==> config.mk <==
export PLATFORM = sky130hd
export DESIGN_NAME = mouse_key_accel_and_warp_unit
export DESIGN_NICKNAME = d
export VERILOG_FILES = /design/src/rtl/core/mkaw_pkg.sv /design/src/rtl/core/mkaw_queue.sv /design/src/rtl/core/mkaw_front.sv /design/src/rtl/core/mkaw_back.sv /design/src/rtl/core/mouse_key_accel_and_warp_unit.sv
export SDC_FILE = /design/constraint.sdc
export NUM_CORES = 1
export LEC_CHECK = 0
export ABC_AREA = 1
export BUFFER_PORTS_ARGS = -buffer_cell sky130_fd_sc_hd__buf_2
export CAP_MARGIN = 30
export CORE_UTILIZATION = 32
export CTS_BUF_LIST = sky130_fd_sc_hd__clkbuf_2 sky130_fd_sc_hd__clkbuf_4 sky130_fd_sc_hd__clkbuf_8
export DETAILED_ROUTE_END_ITERATION = 12
export SYNTH_ARGS = -nofsm -noshare
export SYNTH_HDL_FRONTEND = slang
export SYNTH_SLANG_ARGS = --single-unit
export TNS_END_PERCENT = 100
==> constraint.sdc <==
create_clock -name clk -period 7.5 [get_ports clk]
set_input_delay 0.375 -clock clk [delete_from_list [all_inputs] [get_ports clk]]
set_output_delay 0.375 -clock clk [all_outputs]
set_load 0.01 [all_outputs]
==> src/rtl/core/mkaw_pkg.sv <==
// shared types, codes, constants and the gain table of the mouse-key pointer block
package mkaw_pkg;

    // item kinds on the input and report kinds on the output
    localparam logic [1:0] KIND_MOVE    = 2'd0;
    localparam logic [1:0] KIND_WARP    = 2'd1;
    localparam logic [1:0] KIND_PRESS   = 2'd2;
    localparam logic [1:0] KIND_RELEASE = 2'd3;

    // configuration register indexes
    localparam logic [1:0] CFG_FULL_WIDTH  = 2'd0;
    localparam logic [1:0] CFG_FULL_HEIGHT = 2'd1;
    localparam logic [1:0] CFG_ORIGIN_LEFT = 2'd2;
    localparam logic [1:0] CFG_ORIGIN_TOP  = 2'd3;

    localparam int CFG_W   = 15;
    localparam int COORD_W = 16;
    localparam int STEP_W  = 8;
    localparam int BTN_W   = 8;

    // acceleration counter and carry precision
    localparam int ACTIVE_COUNT_MAX = 255;
    localparam int FRACTION_BITS    = 8;
    localparam int COUNT_W          = $clog2(ACTIVE_COUNT_MAX + 1);
    localparam int ROM_DEPTH        = 1 << COUNT_W;

    // gain is unsigned q4.8, floored at 0.25 and capped at 4095
    localparam int GAIN_W    = 12;
    localparam int GAIN_MIN  = 64;
    localparam int GAIN_MAX  = 4095;
    localparam longint HALF_PI_Q30 = 64'sd1686629713;

    localparam longint ATAN_Q30 [0:10] = '{
        64'sd843314857, 64'sd497837829, 64'sd263043837, 64'sd133525159,
        64'sd67021687,  64'sd33543516,  64'sd16775851,  64'sd8388437,
        64'sd4194283,   64'sd2097149,   64'sd1048576
    };

    typedef logic [ROM_DEPTH-1:0][GAIN_W-1:0] gain_rom_t;

    // one item between the front and the back
    typedef struct packed {
        logic [1:0]               kind;
        logic signed [STEP_W-1:0] step_x;
        logic signed [STEP_W-1:0] step_y;
        logic [GAIN_W-1:0]        gain;
        logic [COORD_W-1:0]       abs_x;
        logic [COORD_W-1:0]       abs_y;
        logic [BTN_W-1:0]         button;
    } mkaw_item_t;

    // magnitude shift that rounds towards zero
    function automatic longint shr_mag(input longint v, input int s);
        longint r;
        if (v >= 0)
            r = v >>> s;
        else
            r = -((-v) >>> s);
        return r;
    endfunction

    // arctangent s-curve gain for one counter value, by integer cordic
    function automatic logic [GAIN_W-1:0] gain_of(input int c);
        longint x;
        longint y;
        longint z;
        longint dx;
        longint dy;
        longint a;
        x = 64'sd20 <<< 32;
        y = longint'(c - 100) <<< 32;
        z = 0;
        for (int i = 0; i < 30; i++)
        begin
            dx = shr_mag(x, i);
            dy = shr_mag(y, i);
            a  = (i < 11) ? ATAN_Q30[i] : (64'sd1 <<< (30 - i));
            if (y > 0)
            begin
                x = x + dy;
                y = y - dx;
                z = z + a;
            end
            else
            begin
                x = x - dy;
                y = y + dx;
                z = z - a;
            end
        end
        z = z + HALF_PI_Q30;
        if (z < 0)
            z = 0;
        z = (z * 5 + (64'sd1 <<< 21)) >>> 22;
        if (z < GAIN_MIN)
            z = GAIN_MIN;
        if (z > GAIN_MAX)
            z = GAIN_MAX;
        return GAIN_W'(z);
    endfunction

    // whole gain table, built at elaboration
    function automatic gain_rom_t build_gain_rom();
        gain_rom_t rom;
        for (int c = 0; c < ROM_DEPTH; c++)
        begin
            rom[c] = gain_of(c);
        end
        return rom;
    endfunction

    localparam gain_rom_t GAIN_ROM = build_gain_rom();

endpackage

==> src/rtl/core/mkaw_queue.sv <==
// two-entry item queue between the front and the back
module mkaw_queue
    import mkaw_pkg::*;
(
    input  logic       clk,
    input  logic       rst_n,
    input  logic       push,
    input  mkaw_item_t push_item,
    output logic       push_ready,
    input  logic       pop,
    output logic       pop_valid,
    output mkaw_item_t pop_item
);

    mkaw_item_t entry_reg [2];
    logic       wr_ptr_reg;
    logic       wr_ptr_next;
    logic       rd_ptr_reg;
    logic       rd_ptr_next;
    logic [1:0] count_reg;
    logic [1:0] count_next;

    assign push_ready = (count_reg != 2'd2);
    assign pop_valid  = (count_reg != 2'd0);
    assign pop_item   = entry_reg[rd_ptr_reg];

    // pointer and fill count
    always_comb
    begin
        wr_ptr_next = wr_ptr_reg ^ push;
        rd_ptr_next = rd_ptr_reg ^ pop;
        count_next  = count_reg + 2'(push) - 2'(pop);
    end

    always_ff @(posedge clk or negedge rst_n)
    begin
        if (!rst_n)
        begin
            wr_ptr_reg <= 1'b0;
            rd_ptr_reg <= 1'b0;
            count_reg  <= 2'd0;
        end
        else
        begin
            wr_ptr_reg <= wr_ptr_next;
            rd_ptr_reg <= rd_ptr_next;
            count_reg  <= count_next;
        end
    end

    // entry storage
    always_ff @(posedge clk)
    begin
        if (push)
            entry_reg[wr_ptr_reg] <= push_item;
    end

endmodule

==> src/rtl/core/mkaw_front.sv <==
// front end: config registers, item classification, counter, gain lookup and warp region
module mkaw_front
    import mkaw_pkg::*;
(
    input  logic                     clk,
    input  logic                     rst_n,
    input  logic                     cfg_we,
    input  logic [1:0]               cfg_index,
    input  logic [CFG_W-1:0]         cfg_wdata,
    input  logic                     in_valid,
    output logic                     in_ready,
    input  logic [1:0]               kind,
    input  logic signed [STEP_W-1:0] step_x,
    input  logic signed [STEP_W-1:0] step_y,
    input  logic                     warp_up,
    input  logic                     warp_dn,
    input  logic                     warp_lt,
    input  logic                     warp_rt,
    input  logic                     warp_stop,
    input  logic [BTN_W-1:0]         button_code,
    input  logic                     q_ready,
    output logic                     q_push,
    output mkaw_item_t               q_item
);

    logic [CFG_W-1:0]   full_width_reg;
    logic [CFG_W-1:0]   full_height_reg;
    logic [CFG_W-1:0]   origin_left_reg;
    logic [CFG_W-1:0]   origin_top_reg;

    logic [COUNT_W-1:0] count_reg;
    logic [COUNT_W-1:0] count_next;
    logic [COORD_W-1:0] region_left_reg;
    logic [COORD_W-1:0] region_left_next;
    logic [COORD_W-1:0] region_top_reg;
    logic [COORD_W-1:0] region_top_next;
    logic [CFG_W-1:0]   region_width_reg;
    logic [CFG_W-1:0]   region_width_next;
    logic [CFG_W-1:0]   region_height_reg;
    logic [CFG_W-1:0]   region_height_next;
    logic               warping_reg;
    logic               warping_next;

    logic               accept;
    logic [COORD_W-1:0] base_left;
    logic [COORD_W-1:0] base_top;
    logic [CFG_W-1:0]   base_width;
    logic [CFG_W-1:0]   base_height;
    logic [CFG_W-1:0]   half_width;
    logic [CFG_W-1:0]   half_height;
    logic [COORD_W-1:0] new_left;
    logic [COORD_W-1:0] new_top;

    assign in_ready = q_ready;
    assign accept   = in_valid && in_ready;

    // configuration writes
    always_ff @(posedge clk or negedge rst_n)
    begin
        if (!rst_n)
        begin
            full_width_reg  <= CFG_W'(32767);
            full_height_reg <= CFG_W'(32767);
            origin_left_reg <= '0;
            origin_top_reg  <= '0;
        end
        else if (cfg_we)
        begin
            case (cfg_index)
                CFG_FULL_WIDTH:  full_width_reg  <= cfg_wdata;
                CFG_FULL_HEIGHT: full_height_reg <= cfg_wdata;
                CFG_ORIGIN_LEFT: origin_left_reg <= cfg_wdata;
                CFG_ORIGIN_TOP:  origin_top_reg  <= cfg_wdata;
                default:         full_width_reg  <= full_width_reg;
            endcase
        end
    end

    // region a warp starts from: the live one, or the whole area on warp start
    always_comb
    begin
        if (warping_reg)
        begin
            base_left   = region_left_reg;
            base_top    = region_top_reg;
            base_width  = region_width_reg;
            base_height = region_height_reg;
        end
        else
        begin
            base_left   = COORD_W'(origin_left_reg);
            base_top    = COORD_W'(origin_top_reg);
            base_width  = full_width_reg;
            base_height = full_height_reg;
        end
        half_width  = base_width >> 1;
        half_height = base_height >> 1;
        new_top  = base_top + ((warp_dn && !warp_up) ? COORD_W'(half_height) : '0);
        new_left = base_left + ((warp_rt && !warp_lt) ? COORD_W'(half_width) : '0);
    end

    // classify the item and update front state
    always_comb
    begin
        count_next         = count_reg;
        region_left_next   = region_left_reg;
        region_top_next    = region_top_reg;
        region_width_next  = region_width_reg;
        region_height_next = region_height_reg;
        warping_next       = warping_reg;
        q_push             = 1'b0;
        q_item             = '0;
        q_item.kind        = kind;
        if (accept)
        begin
            case (kind)
                KIND_MOVE:
                begin
                    if (step_x == '0 && step_y == '0)
                    begin
                        count_next = '0;
                    end
                    else
                    begin
                        if (count_reg < COUNT_W'(ACTIVE_COUNT_MAX))
                            count_next = count_reg + 1'b1;
                        warping_next  = 1'b0;
                        q_push        = 1'b1;
                        q_item.step_x = step_x;
                        q_item.step_y = step_y;
                        q_item.gain   = GAIN_ROM[count_next];
                    end
                end
                KIND_WARP:
                begin
                    region_left_next   = base_left;
                    region_top_next    = base_top;
                    region_width_next  = base_width;
                    region_height_next = base_height;
                    if (warp_stop)
                    begin
                        warping_next = 1'b0;
                    end
                    else
                    begin
                        warping_next       = 1'b1;
                        region_width_next  = half_width;
                        region_height_next = half_height;
                        region_left_next   = new_left;
                        region_top_next    = new_top;
                        q_push             = 1'b1;
                        q_item.abs_x = new_left + COORD_W'(half_width >> 1);
                        q_item.abs_y = new_top + COORD_W'(half_height >> 1);
                    end
                end
                KIND_PRESS:
                begin
                    warping_next  = 1'b0;
                    q_push        = 1'b1;
                    q_item.button = button_code;
                end
                default:
                begin
                    q_push        = 1'b1;
                    q_item.button = button_code;
                end
            endcase
        end
    end

    always_ff @(posedge clk or negedge rst_n)
    begin
        if (!rst_n)
        begin
            count_reg         <= '0;
            region_left_reg   <= '0;
            region_top_reg    <= '0;
            region_width_reg  <= '0;
            region_height_reg <= '0;
            warping_reg       <= 1'b0;
        end
        else
        begin
            count_reg         <= count_next;
            region_left_reg   <= region_left_next;
            region_top_reg    <= region_top_next;
            region_width_reg  <= region_width_next;
            region_height_reg <= region_height_next;
            warping_reg       <= warping_next;
        end
    end

endmodule

==> src/rtl/core/mkaw_back.sv <==
// back end: per-axis scaling with fraction carry and the output register
module mkaw_back
    import mkaw_pkg::*;
(
    input  logic                     clk,
    input  logic                     rst_n,
    input  logic                     q_valid,
    input  mkaw_item_t               q_item,
    output logic                     q_pop,
    output logic                     out_valid,
    input  logic                     out_ready,
    output logic [1:0]               report_kind,
    output logic signed [STEP_W-1:0] move_x,
    output logic signed [STEP_W-1:0] move_y,
    output logic [COORD_W-1:0]       abs_x,
    output logic [COORD_W-1:0]       abs_y,
    output logic [BTN_W-1:0]         button_out
);

    localparam int PROD_W   = STEP_W + GAIN_W;
    localparam int SHL      = (FRACTION_BITS >= 8) ? FRACTION_BITS - 8 : 0;
    localparam int SHR      = (FRACTION_BITS < 8) ? 8 - FRACTION_BITS : 0;
    localparam int SCALED_W = PROD_W + SHL;
    localparam int SUM_W    = SCALED_W + 1;
    localparam int WHOLE_W  = SUM_W - FRACTION_BITS;

    typedef struct packed {
        logic signed [STEP_W-1:0] move;
        logic [FRACTION_BITS-1:0] carry;
    } axis_res_t;

    // scale one axis: magnitude times gain plus carry, saturate, restore sign
    function automatic axis_res_t scale_axis(
        input logic signed [STEP_W-1:0] step,
        input logic [GAIN_W-1:0]        gain,
        input logic [FRACTION_BITS-1:0] carry
    );
        axis_res_t              r;
        logic [STEP_W-1:0]      mag;
        logic [PROD_W-1:0]      prod;
        logic [SCALED_W-1:0]    scaled;
        logic [SUM_W-1:0]       sum;
        logic [WHOLE_W-1:0]     whole;
        logic [STEP_W-1:0]      sat;
        mag    = step[STEP_W-1] ? STEP_W'(-step) : STEP_W'(step);
        prod   = PROD_W'(mag) * PROD_W'(gain);
        scaled = (SCALED_W'(prod) << SHL) >> SHR;
        sum    = SUM_W'(scaled) + SUM_W'(carry);
        whole  = sum[SUM_W-1:FRACTION_BITS];
        sat    = (whole > WHOLE_W'(127)) ? STEP_W'(127) : STEP_W'(whole);
        if (step == '0)
        begin
            r.move  = '0;
            r.carry = carry;
        end
        else
        begin
            r.move  = step[STEP_W-1] ? -$signed(sat) : $signed(sat);
            r.carry = sum[FRACTION_BITS-1:0];
        end
        return r;
    endfunction

    logic                     out_valid_reg;
    logic                     out_valid_next;
    logic [1:0]               report_kind_reg;
    logic signed [STEP_W-1:0] move_x_reg;
    logic signed [STEP_W-1:0] move_y_reg;
    logic [COORD_W-1:0]       abs_x_reg;
    logic [COORD_W-1:0]       abs_y_reg;
    logic [BTN_W-1:0]         button_reg;
    logic [FRACTION_BITS-1:0] carry_x_reg;
    logic [FRACTION_BITS-1:0] carry_x_next;
    logic [FRACTION_BITS-1:0] carry_y_reg;
    logic [FRACTION_BITS-1:0] carry_y_next;
    axis_res_t                res_x;
    axis_res_t                res_y;
    logic                     is_move;

    // take a queued item whenever the output register is free or draining
    assign q_pop   = q_valid && (!out_valid_reg || out_ready);
    assign is_move = (q_item.kind == KIND_MOVE);
    assign res_x   = scale_axis(q_item.step_x, q_item.gain, carry_x_reg);
    assign res_y   = scale_axis(q_item.step_y, q_item.gain, carry_y_reg);

    // output valid and carry state
    always_comb
    begin
        out_valid_next = out_valid_reg;
        carry_x_next   = carry_x_reg;
        carry_y_next   = carry_y_reg;
        if (q_pop)
            out_valid_next = 1'b1;
        else if (out_ready)
            out_valid_next = 1'b0;
        if (q_pop && is_move)
        begin
            carry_x_next = res_x.carry;
            carry_y_next = res_y.carry;
        end
    end

    always_ff @(posedge clk or negedge rst_n)
    begin
        if (!rst_n)
        begin
            out_valid_reg <= 1'b0;
            carry_x_reg   <= '0;
            carry_y_reg   <= '0;
        end
        else
        begin
            out_valid_reg <= out_valid_next;
            carry_x_reg   <= carry_x_next;
            carry_y_reg   <= carry_y_next;
        end
    end

    // report payload
    always_ff @(posedge clk)
    begin
        if (q_pop)
        begin
            report_kind_reg <= q_item.kind;
            move_x_reg      <= is_move ? res_x.move : '0;
            move_y_reg      <= is_move ? res_y.move : '0;
            abs_x_reg       <= q_item.abs_x;
            abs_y_reg       <= q_item.abs_y;
            button_reg      <= q_item.button;
        end
    end

    assign out_valid   = out_valid_reg;
    assign report_kind = report_kind_reg;
    assign move_x      = move_x_reg;
    assign move_y      = move_y_reg;
    assign abs_x       = abs_x_reg;
    assign abs_y       = abs_y_reg;
    assign button_out  = button_reg;

endmodule

==> src/rtl/core/mouse_key_accel_and_warp_unit.sv <==
// top level of the mouse-key pointer block: front end, item queue, back end
// an accepted item is held in a queue entry and then in the output register before its report shows on out_valid
// throughput: one item per cycle; the front takes an item while the queue has room
// items that give no report (zero move, warp end) only update front state
// reset: asynchronous, active low; clears counter, carries, region, warp mode,
// queue and output valid, and loads the warp area registers with their defaults
module mouse_key_accel_and_warp_unit
    import mkaw_pkg::*;
(
    input  logic                     clk,
    input  logic                     rst_n,
    input  logic                     cfg_we,
    input  logic [1:0]               cfg_index,
    input  logic [CFG_W-1:0]         cfg_wdata,
    input  logic                     in_valid,
    output logic                     in_ready,
    input  logic [1:0]               kind,
    input  logic signed [STEP_W-1:0] step_x,
    input  logic signed [STEP_W-1:0] step_y,
    input  logic                     warp_up,
    input  logic                     warp_dn,
    input  logic                     warp_lt,
    input  logic                     warp_rt,
    input  logic                     warp_stop,
    input  logic [BTN_W-1:0]         button_code,
    output logic                     out_valid,
    input  logic                     out_ready,
    output logic [1:0]               report_kind,
    output logic signed [STEP_W-1:0] move_x,
    output logic signed [STEP_W-1:0] move_y,
    output logic [COORD_W-1:0]       abs_x,
    output logic [COORD_W-1:0]       abs_y,
    output logic [BTN_W-1:0]         button_out
);

    logic       q_push;
    logic       q_ready;
    logic       q_pop;
    logic       q_valid;
    mkaw_item_t push_item;
    mkaw_item_t pop_item;

    // classification and state update
    mkaw_front u_front (
        .clk         (clk),
        .rst_n       (rst_n),
        .cfg_we      (cfg_we),
        .cfg_index   (cfg_index),
        .cfg_wdata   (cfg_wdata),
        .in_valid    (in_valid),
        .in_ready    (in_ready),
        .kind        (kind),
        .step_x      (step_x),
        .step_y      (step_y),
        .warp_up     (warp_up),
        .warp_dn     (warp_dn),
        .warp_lt     (warp_lt),
        .warp_rt     (warp_rt),
        .warp_stop   (warp_stop),
        .button_code (button_code),
        .q_ready     (q_ready),
        .q_push      (q_push),
        .q_item      (push_item)
    );

    // decoupling queue
    mkaw_queue u_queue (
        .clk        (clk),
        .rst_n      (rst_n),
        .push       (q_push),
        .push_item  (push_item),
        .push_ready (q_ready),
        .pop        (q_pop),
        .pop_valid  (q_valid),
        .pop_item   (pop_item)
    );

    // scaling and report output
    mkaw_back u_back (
        .clk         (clk),
        .rst_n       (rst_n),
        .q_valid     (q_valid),
        .q_item      (pop_item),
        .q_pop       (q_pop),
        .out_valid   (out_valid),
        .out_ready   (out_ready),
        .report_kind (report_kind),
        .move_x      (move_x),
        .move_y      (move_y),
        .abs_x       (abs_x),
        .abs_y       (abs_y),
        .button_out  (button_out)
    );

endmodule

Word level (Yosys, flattened, before mapping)
Memories as Yosys holds them, arrays and structs flattened.
Cells that the tools add are included.
{"block": "classes", "n_addsub": 13, "bitwise": 5, "n_mul": 2, "reduce_logical": 32, "eq_ne": 7, "mux": 38, "order_cmp": 4}
{"cell": "8-bit two-way mux", "count": 12}
{"cell": "68-bit two-way mux", "count": 1}
{"cell": "16-bit two-way mux", "count": 4}
{"cell": "32-bit two-way mux", "count": 2}
{"cell": "15-bit two-way mux", "count": 4}
{"cell": "28-bit two-way mux", "count": 2}
{"cell": "20-bit by 8-bit adder with 21-bit output", "count": 2}
{"cell": "8-bit by 12-bit multiplier with 20-bit output", "count": 2}
{"cell": "16-bit by 13-bit adder with 16-bit output", "count": 2}
{"cell": "16-bit adder", "count": 2}
{"cell": "8-bit logical NOT", "count": 4}
{"cell": "8-bit negation", "count": 4}
{"cell": "14-bit two-way mux", "count": 2}
{"cell": "13-bit by 7-bit > comparator with 1-bit output, second input constant", "count": 2}
{"cell": "2-bit AND reduction", "count": 8}
{"cell": "12-bit two-way mux", "count": 1}
{"cell": "8-bit by 9-bit less-than comparator with 1-bit output, second input constant", "count": 1}
{"cell": "8-bit by 1-bit adder with 8-bit output, second input constant", "count": 1}
{"cell": "8-bit less-than comparator, second input constant", "count": 1}
{"cell": "1-bit two-way mux", "count": 8}
{"cell": "2-bit equality test, second input constant", "count": 3}
{"cell": "1-bit logical AND", "count": 6}
{"cell": "2-bit logical NOT", "count": 3}
{"cell": "2-bit OR reduction", "count": 3}
{"cell": "13 further kinds", "count": 21}
{"block": "totals", "mem_bits_ro": 3072, "mem_bits_rw": 140, "regBits": 208, "out_inout_bits": 60, "n_memories": 2, "input_bits": 53, "wordCells": 125}
{"name": "(name not given)", "words": 256, "width": 12, "read_ports": 1, "rd_ports_with_merged_regs": 0, "wr": 0, "line_no": "mkaw_front.sv:131", "text": "q_item.gain = GAIN_ROM[count_next];"}
{"name": "u_queue.entry_reg", "words": 2, "width": 70, "read_ports": 1, "rd_ports_with_merged_regs": 0, "wr": 1, "line_no": "mkaw_queue.sv:15", "text": "mkaw_item_t entry_reg [2];"}

Depth between registers and ports, before layout
Gate-level depths: netlist (run 1).
{"block": "logic_depth", "word_depth": 10, "depth_mapped": 45, "depth_no_buf": 44}

Hierarchy
Synthesis (run 1) repeated with hierarchy kept, for this count alone.
{"block": "hier_totals", "hier_cells": 3740, "area_unflattened_um2": 28290.9}
{"module": "mkaw_front", "n_inst": 1, "seq_area_each_um2": 3213.1, "cells_each": 2007, "area_per_inst_um2": 12421.9}
{"module": "mkaw_back", "n_inst": 1, "seq_area_each_um2": 2167.1, "cells_each": 1344, "area_per_inst_um2": 10431.3}
{"module": "mkaw_queue", "n_inst": 1, "seq_area_each_um2": 4304.1, "cells_each": 389, "area_per_inst_um2": 5437.7}

Worst setup path after synthesis (run 1)
Ideal clock, no wire load.
{"block": "synth_path", "path_type": "register to register", "startpoint": "register u_queue.rd_ptr_reg", "endpoint": "register u_back.move_x_reg[4], in the netlist u_back.move_x[4] (data pin)", "setup_time_ns": 0.255, "stages_incl_launch_ff": 42, "slack_ns": 0.746, "required_time_ns": 7.245, "period_less_slack_ns": 6.754, "arrival_time_ns": 6.499, "path_buffers": 2, "cell_sequence": "dfrtp_1 -> buf_2 -> buf_2 -> mux2i_1 -> ha_1 -> inv_1 -> nor2_1 -> inv_1 -> nor2_1 -> inv_1 -> nor3_1 -> or2_2 -> xor2_2 -> inv_1 -> nand2_1 -> fa_1 -> fa_1 -> inv_1 -> [... 6 more ...] -> inv_1 -> nand3_1 -> o21ai_0 -> nand2_1 -> nand3_1 -> nand2_1 -> inv_1 -> nand2_1 -> nor2_1 -> nand2_1 -> inv_1 -> nand2_1 -> inv_1 -> ha_1 -> nand2_1 -> or2_2 -> a21oi_1 -> nor2_1"}
{"block": "synth_between", "elab_chain_cells": 9, "word_cells_on_any_way": 13, "classes_between": "3 x add/sub; 1 x mul; 1 x order compare; 3 x mux; 1 x bitwise; 3 x reduce/logical; 1 x memory"}
{"item": "start: declaration", "line_no": "mkaw_queue.sv:18", "text": "logic rd_ptr_reg;"}
{"item": "start signal: assignment", "line_no": "mkaw_queue.sv:46", "text": "rd_ptr_reg <= rd_ptr_next;"}
{"item": "memory read 2 x 70 bit *"}
{"item": "8-bit negation", "line_no": "mkaw_back.sv:45", "text": "mag = step[STEP_W-1] ? STEP_W'(-step) : STEP_W'(step);"}
{"item": "8-bit two-way mux", "line_no": "mkaw_back.sv:45"}
{"item": "8-bit by 12-bit multiplier with 20-bit output", "line_no": "mkaw_back.sv:46", "text": "prod = PROD_W'(mag) * PROD_W'(gain);"}
{"item": "20-bit by 8-bit adder with 21-bit output", "line_no": "mkaw_back.sv:48", "text": "sum = SUM_W'(scaled) + SUM_W'(carry);"}
{"item": "13-bit by 7-bit > comparator with 1-bit output", "line_no": "mkaw_back.sv:50", "text": "sat = (whole > WHOLE_W'(127)) ? STEP_W'(127) : STEP_W'(whole);"}
{"item": "8-bit two-way mux", "line_no": "mkaw_back.sv:50"}
{"item": "8-bit negation", "line_no": "mkaw_back.sv:58", "text": "r.move = step[STEP_W-1] ? -$signed(sat) : $signed(sat);"}
{"item": "8-bit two-way mux", "line_no": "mkaw_back.sv:58"}
{"item": "end signal: assignment", "line_no": "mkaw_back.sv:125", "text": "move_x_reg <= is_move ? res_x.move : '0;"}
{"item": "end: declaration", "line_no": "mkaw_back.sv:67", "text": "logic signed [STEP_W-1:0] move_x_reg;"}
Every way passes the cells marked *; elsewhere a longest branch is shown, timed or not.
A chain may end at the register's enable or synchronous reset.

Final worst setup path (run 1)
Ends and elaborated chain as after synthesis.

==> results of run 1 <==
-- cells in the final DEF, fill, tap and decap left out, types with 6 or more instances in the layout --
cell type / count
a21oi_1: 249
a31oi_1: 14
buf_2: 111
buf_4: 52
clkbuf_4: 32
clkbuf_8: 68
clkinv_1: 8
dfrtp_1: 118
dfstp_2: 28
dlygate4sd3_1: 6
edfxtp_1: 198
fa_1: 140
ha_1: 176
inv_1: 518
inv_2: 10
mux2i_1: 6
nand2_1: 988
nand2_2: 9
nand3_1: 145
nand3b_1: 7
nand4_1: 19
nor2_1: 351
nor2_2: 6
nor3_1: 26
o2111ai_1: 6
o211ai_1: 15
o21ai_0: 225
o21ai_1: 22
o21bai_1: 6
o22ai_1: 12
or2_2: 21
xnor2_1: 16
xor2_1: 41
-- critical path, delay by kind of cell (launching register included) --
| kind | cells | cell delay (ps) |
|---|---|---|
| flops | 1 | 480 |
| compound gates | 2 | 200 |
| fa+ha+maj | 7 | 2570 |
| simple gates | 21 | 2500 |
| buf+inv | 10 | 690 |
| xor+xnor | 1 | 230 |
-- area by class of cell --
type	instances	area, µm²	area share, %
Timing Repair Buffer	177	1150	3.72
Clock inverter	21	288	0.928
Sequential cell	346	9690	31.3
Tap cell	1134	1420	4.58
Antenna cell	1	2.50	0.00807
Inverter	534	2010	6.48
Multi-Input combinational cell	2550	15300	49.2
Clock buffer	100	1180	3.79
-- logic make-up after synthesis --
family                     Yosys count
and+or+nand+nor                   1589
buffers and inverters              642
AOI/OAI and AO/OA                  576
DFF                                346
adders and majority gates          318
xor gates and xnor gates            61
muxes                                6
-- metal layers --
metal	global-route usage, %	vias up
met5	0	-
met4	5.78	0
met3	3.20	138
met2	30.9	788
met1	26.5	11400
li1	-	11600
-- how the worst max path moves through the flow --
stage | to | slack [ps] | cells after the start
2_1_floorplan | u_back.move_x[4] | 750 | 41
3_3_place_gp | u_back.move_x[4] | 420 | 41
3_5_place_dp | u_back.move_x[4] | 370 | 41
4_1_cts | u_back.move_x[4] | 370 | 41
5_1_grt | u_back.move_x[4] | 1 | 40
6_report | u_back.move_x[4] | 610 | 41
-- what timing repair did --
action / CTS / global route
endpoints found under the setup margin: 0 / 10
setup buffers: 0 / 4
gates resized for setup: 0 / 8
hold buffers: 6 / 0
endpoints found under the hold margin: 70 / 0
-- metrics by stage --
stage | cell area [µm²] | std cells
6_report | 31000 | 4863
5_1_grt | 31000 | 4863
4_1_cts | 30900 | 4856
3_5_place_dp | 29400 | 4729
3_3_place_gp | 29300 | 4724
2_1_floorplan | 27400 | 3538
==> reports/qor.yml, run 1 <==
detailed_routing:
  ant_nets: 0
  drc: 0
  vias: 24000
  met1_length_um: 37800
  firstDrtPassIters: 5
  maxUsedRoutingLayer: "met4"
  drt-initial-drc-count: 1961
  vias_per_cell: 4.93
  wirelength_um: 83300
  routed-wl-met3_um: 5370
  met2_wirelength_um: 37800
  wl_per_cell_um: 17.1
placed_design:
  place_hpwl_um: 61800
  gp_congestion: 0.972
  port_buffers: 112
  dp_slack_ps: 373
yosys:
  synthAdderAreaFrac_pct: 18.4
  synth_top_family_by_area: "simple AND/OR/NAND/NOR gates"
  synth_xor_area_share_pct: 2.10
  synthesis.nets: 3909
  synthMostInstantiatedCell: "nand2_1"
  synth_top_cell_by_area: "edfxtp_1"
  postSynth.asyncResetShare_pct: 42.8
  avgSynthCellArea_um2: 7.73
  syn_inst: 3538
  yosys_warnings: 0
  synthTopCellsByArea: "edfxtp_1 (22%), nand2_1 (14%), dfrtp_1 (11%), fa_1 (10%), ha_1 (8.1%)"
  ys_ff_latch: 346
  synthTopCellsByCount: "nand2_1 (990), inv_1 (520), nor2_1 (354), a21oi_1 (250), o21ai_0 (225)"
  netlist_area_um2: 27400
  muxShareOfSynthArea_pct: 0.220
  synth_flop_cell: "edfxtp_1"
  yosysSeqAreaShare_pct: 35.4
  synth_edf_count: 198
  synth_compound_area_share_pct: 11.2
  synth.distinct_cells: 60
  synth_top_area_share_pct: 21.7
  synth_simple_gate_area_share_pct: 23.6
grt:
  grt_max_degree: 73
  grt_first_pass_wirelength_um: 131000
  grt-ovfl-total: 0
  grt_use_total_pct: 19.3
  grt_pass1_vias: 23400
  grt_antenna_before_repair: 2
floorplanning:
  rows: 106
  start_util_pct: 32.5
  dieArea_um2: 86700
  die_y_um: 294
  dieWidth_um: 294
  core_um2: 84100
  ios: 113
setup_path:
  crit_path_frequent_cell: "nand2_1"
  r2r_slack_ps: 610
  reg2reg_depth: 41
  crit_fanout: 11
  critPathKind: "reg2reg"
  critical_path.startpoint_type: "flip-flop"
  r2r-start: "u_queue.rd_ptr_reg"
  reg2reg_to: "u_back.move_x[4]"
  cp_data_arrival_time_ps: 7310
  startpoint: "u_queue.rd_ptr_reg"
  cp_data_required_time_ps: 7920
  cp_slowest_cell: "fa_1"
  cpPeakStageDelay_ps: 520
  cp-end-kind: "flip-flop"
cts:
  cts_buffers: 66
  cts_max_level: 3
  cts.path.max_buffers: 3
  ctsRootBufferMaster: "clkbuf_8"
  cts_tree: "done"
  clkSinkCount: 346
  clk_pin_slew_worst_paths_ps: 60
  clk_latency_ps: 670
timing:
  finalMaxSlewViolations: 0
  worst_slack_ps: 606
  fin_crit_ps: 6890
  rsz0062_at_grt: "no"
  worst_hold_slack_ps: 29.9
  finClkSkew_ps: 77.7
  hold_viol: 0
  fin_crit_sh_pct: 91.9
  clock.fmax_mhz: 145
  setup_viol: 0
  tns_ps: 0
  max-slew-margin-rel_pct: 34.9
  worst_pin_slew_ps: 974
worst_hold_path:
  worstHoldEndpoint: "u_front.full_width_reg[5]"
  min_path_type: "in2reg"
  hold_depth: 3
  hp-start: "cfg_wdata[5]"
finish:
  fin_util_pct: 36.9
  fillers: 8870
  final_layout_size_suffix_gt1_share_pct: 10.5
  nets: 4046
  largest_register_ff_count: 140
  syn2layout_area_growth_pct: 13.3
run_status:
  outcome: "complete, no violations"
flow_run:
  cap_violations: 0
Power of run 1 is left out: the tool's default activity adds up to more than one toggle a clock period on the data nets, which glitch-free logic cannot reach.
==> run 2: changes to the inputs <==
- PLACE_DENSITY: default -> 0.48
==> reports/qor.yml, run 2 (synthesized netlist as in run 1, its figures left out) <==
run_status:
  outcome: "complete, no violations"
cts:
  cts_buffers: 68
  clkSinkCount: 346
  clk_pin_slew_worst_paths_ps: 60
  cts_tree: "done"
  cts.path.max_buffers: 3
  ctsRootBufferMaster: "clkbuf_8"
  clk_latency_ps: 650
  cts_max_level: 3
finish:
  seqCellArea_um2: 9690
  multi_input_area_um2: 15300
  fin_util_pct: 36.8
  nets: 4045
  largest_register_ff_count: 140
  syn2layout_area_growth_pct: 13.1
  final_common_cell: "nand2_1"
  final_layout_size_suffix_gt1_share_pct: 10.4
  mostFrequentLayoutCells: "nand2_1 (988), inv_1 (518), nor2_1 (351)"
  fillers: 8981
timing:
  fin_crit_ps: 6950
  hold_viol: 0
  worst_pin_slew_ps: 936
  rsz0062_at_grt: "no"
  tns_ps: 0
  max-slew-margin-rel_pct: 36.8
  clock.fmax_mhz: 144
  finClkSkew_ps: 34.1
  worst_hold_slack_ps: 68.8
  setup_viol: 0
  finalMaxSlewViolations: 0
  fin_crit_sh_pct: 92.7
grt:
  grt_first_pass_wirelength_um: 134000
  grt_max_degree: 73
  grt_use_total_pct: 20.0
  grt-ovfl-total: 0
  grt_antenna_before_repair: 3
  grt_pass1_vias: 22800
floorplanning:
  die_y_um: 294
  dieWidth_um: 294
  rows: 106
  ios: 113
  dieArea_um2: 86700
  start_util_pct: 32.5
  core_um2: 84100
setup_path:
  cp_data_arrival_time_ps: 7320
  cp-end-kind: "flip-flop"
  r2r-start: "u_queue.rd_ptr_reg"
  crit_path_frequent_cell: "inv_1"
  reg2reg_depth: 41
  endpoint: "u_back.move_x[4]"
  critical_path.startpoint_type: "flip-flop"
  reg2reg_to: "u_back.move_x[4]"
  cpPeakStageDelay_ps: 500
  cp_data_required_time_ps: 7870
  r2r_slack_ps: 550
  cp_slowest_cell: "fa_1"
  crit_fanout: 14
  startpoint: "u_queue.rd_ptr_reg"
  critPathKind: "reg2reg"
detailed_routing:
  wirelength_um: 86100
  ant_nets: 0
  vias_per_cell: 4.85
  firstDrtPassIters: 5
  drc: 0
  vias: 23600
  drt-initial-drc-count: 1917
  wl_per_cell_um: 17.7
placed_design:
  port_buffers: 112
  gp_congestion: 0.965
  place_hpwl_um: 64600
worst_hold_path:
  min_path_type: "in2reg"
flow_run:
  cap_violations: 0
-- run 2: how the worst min path moves through the flow --
stage	start	to	cells past startpoint	slack (ps)
CTS	cfg_wdata[2]	u_front.full_width_reg[2]	3	20
floorplan	rst_n	u_back.carry_x_reg[0]	0	80
global placement	rst_n	u_back.out_valid	1	460
global route	cfg_wdata[2]	u_front.full_width_reg[2]	3	40
finish	cfg_wdata[2]	u_front.full_width_reg[2]	3	70
detailed placement	rst_n	u_back.out_valid	1	470
-- run 2: repair_timing --
| item | in CTS | in global routing |
|---|---|---|
| setup endpoints to repair | 0 | 9 |
| endpoints found under the hold margin | 66 | 0 |
| hold buffers | 4 | 0 |
| gates resized for setup | 0 | 11 |
| setup buffers | 0 | 1 |
-- run 2: critical path, delay by kind of cell, from the launching register on --
| kind | cells | cell delay (ps) |
|---|---|---|
| AOI/OAI and AO/OA | 3 | 420 |
| and+or+nand+nor | 19 | 2210 |
| xor gates and xnor gates | 1 | 140 |
| DFF | 1 | 470 |
| buffers and inverters | 11 | 860 |
| adders and majority gates | 7 | 2580 |
-- run 2: area by class of cell --
cell class              instances  area share (%)
multi-input cells            2550            49.3
flip-flops and latches        346            31.3
inverters                     534            6.50
well taps                    1134            4.59
clock buffers                 105            4.10
repair buffers                174            3.61
clock inverters                17           0.538
diodes                          1         0.00809
-- run 2: stage by stage --
stage / std cells / instance area [µm²] / setup WS (ps)
3_5_place_dp: 4733 / 29400 / 194
2_1_floorplan: 3538 / 27400 / 746
3_3_place_gp: 4728 / 29300 / 305
6_report: 4861 / 30900 / 548
5_1_grt: 4861 / 30900 / 22.3
4_1_cts: 4859 / 30900 / 200
-- run 2: metal layers --
metal / GRT usage [%] / wire length [µm] / vias up
li1: - / - / 11600
met1: 28.0 / 40200 / 11100
met2: 31.3 / 38400 / 733
met3: 3.05 / 4740 / 174
met4: 6.72 / 2670 / 4
met5: 0 / 27 / -
Power of run 2 is left out for the same reason.
==> run 3: changes to the inputs <==
- SYNTH_HIERARCHICAL: default -> 1
==> reports/qor.yml, run 3 <==
yosys:
  synth_top_cell_by_area: "edfxtp_1"
  ys_ff_latch: 346
  synth_top_area_share_pct: 21.0
  yosysSeqAreaShare_pct: 34.2
  netlist_area_um2: 28300
  postSynth.asyncResetShare_pct: 42.8
  yosys_warnings: 6
  synthesis.nets: 4115
  synthMostInstantiatedCell: "nand2_1"
  syn_inst: 3740
  avgSynthCellArea_um2: 7.56
  synth_edf_count: 198
  synthTopCellsByArea: "edfxtp_1 (21%), nand2_1 (14%), dfrtp_1 (11%), fa_1 (9.9%), inv_1 (8.5%)"
  synth_flop_cell: "edfxtp_1"
  synthTopCellsByCount: "nand2_1 (1,063), inv_1 (638), nor2_1 (349), o21ai_0 (236), nand3_1 (233)"
  synth.distinct_cells: 52
placed_design:
  port_buffers: 112
  dp.cells: 4928
  place_hpwl_um: 67000
  gp_congestion: 0.941
  postPlaceCellArea_um2: 30100
setup_path:
  critical_path_cell_count: 43
  cp_data_required_time_ps: 7900
  r2r_slack_ps: 540
  critPathKind: "reg2reg"
  crit_path_frequent_cell: "nand2_1"
  cp-end-kind: "flip-flop"
  r2r-start: "u_queue/rd_ptr_reg"
  cp_data_arrival_time_ps: 7360
  cpPeakStageDelay_ps: 540
  reg2reg_to: "u_back/move_x[6]"
  reg2reg_depth: 43
  crit_fanout: 10
  critical_path.startpoint_type: "flip-flop"
  worst-path-buf-inv: 11
  cpLargestDelayFamily: "adder cells"
  cp_slowest_cell: "fa_1"
detailed_routing:
  drc: 0
  drt-initial-drc-count: 2007
  wl_per_cell_um: 17.7
  firstDrtPassIters: 6
  vias: 24500
  ant_nets: 0
  wirelength_um: 89700
  vias_per_cell: 4.83
finish:
  nets: 4235
  fillers: 9329
  largest_register_ff_count: 140
  mostFrequentLayoutCells: "nand2_1 (1,057), inv_1 (636), nor2_1 (344)"
  syn2layout_area_growth_pct: 12.3
  finalInstanceArea_um2: 31800
  multi_input_area_um2: 15600
  seqCellArea_um2: 9690
  final_common_cell: "nand2_1"
  fin_cells: 5072
  final_layout_size_suffix_gt1_share_pct: 10.4
worst_hold_path:
  worstHoldEndpoint: "u_front/full_width_reg[6]"
  min_path_type: "in2reg"
  hold_depth: 3
  hp-start: "cfg_wdata[6]"
timing:
  tns_ps: 0
  fin_crit_sh_pct: 92.8
  fin_crit_ps: 6960
  clock.fmax_mhz: 144
  hold_viol: 0
  finalMaxSlewViolations: 0
  finClkSkew_ps: 62.3
  max-slew-margin-rel_pct: 36.0
  setup_viol: 0
  worst_pin_slew_ps: 958
cts:
  cts_max_level: 3
  clk_latency_ps: 640
  ctsRootBufferMaster: "clkbuf_8"
  cts.path.max_buffers: 3
  clkSinkCount: 346
  clk_pin_slew_worst_paths_ps: 60
  cts_tree: "done"
  cts_buffers: 67
run_status:
  outcome: "complete, no violations"
floorplanning:
  dieWidth_um: 299
  rows: 108
  dieArea_um2: 89600
  die_y_um: 299
  core_um2: 87200
  ios: 113
  start_util_pct: 32.5
grt:
  grt_use_total_pct: 20.0
  grt_pass1_vias: 24000
  grt-ovfl-total: 0
  grt_first_pass_wirelength_um: 140000
  grt_antenna_before_repair: 4
  grt_max_degree: 68
flow_run:
  cap_violations: 0
==> run 3: metrics by stage <==
stage / setup slack [ps] / util [%] / hold slack (ps)
6_report: 539 / 36.5 / 65.9
5_1_grt: -1.00 / 36.5 / 58.9
3_5_place_dp: 180 / 34.5 / 455
3_3_place_gp: 275 / 34.4 / 456
4_1_cts: 206 / 36.3 / 15.3
2_1_floorplan: 461 / - / 79.4
==> run 3: cell families (layout without fill, tap and decap cells) <==
family | count (synthesis) | count (layout) | synth area share, %
adders and majority gates | 322 | 322 | 18.0
xor gates and xnor gates | 44 | 44 | 1.36
AOI/OAI and AO/OA | 477 | 477 | 9.50
DFF | 346 | 346 | 34.2
buffers and inverters | 782 | 956 | 11.0
muxes | 2 | 2 | 0.0708
and+or+nand+nor | 1767 | 1767 | 25.8
other | 0 | 3 | 0
==> run 3: metal layers <==
metal	share of wire, %	global-route usage [%]
met4	2.5	6.01
met3	5.3	2.60
met5	0	0
met1	47	27.9
met2	45	32.2
==> run 3: cell type report <==
class	instances	share of cell area, %
Timing Repair inverter	1	0.0157
Timing Repair Buffer	170	3.36
Antenna cell	3	0.0236
Inverter	662	7.86
Multi-Input combinational cell	2612	49.0
Tap cell	1155	4.55
Sequential cell	346	30.5
Clock inverter	24	0.882
Clock buffer	99	3.82
==> run 3: how the worst max path moves through the flow <==
stage	start	end	slack, ps
global placement	u_queue/rd_ptr_reg	u_back/move_x[4]	280
finish	u_queue/rd_ptr_reg	u_back/move_x[6]	540
global route	u_queue/rd_ptr_reg	u_back/move_x[6]	-1
floorplan	u_queue/rd_ptr_reg	u_back/move_x[4]	460
CTS	u_queue/rd_ptr_reg	u_back/move_x[4]	210
detailed placement	u_queue/rd_ptr_reg	u_back/move_x[4]	180
==> run 3: worst min-delay path: cells and delay by family <==
family / cells / cell delay, ps
buf+inv: 2 / 220
compound gates: 1 / 120
==> run 3: what timing repair did <==
item / CTS / global route
hold endpoints to repair: 62 / 0
gates resized for setup: 0 / 24
hold buffers: 4 / 0
setup endpoints to repair: 0 / 8
buffers inserted: 0 / 13
Power of run 3 is left out for the same reason.
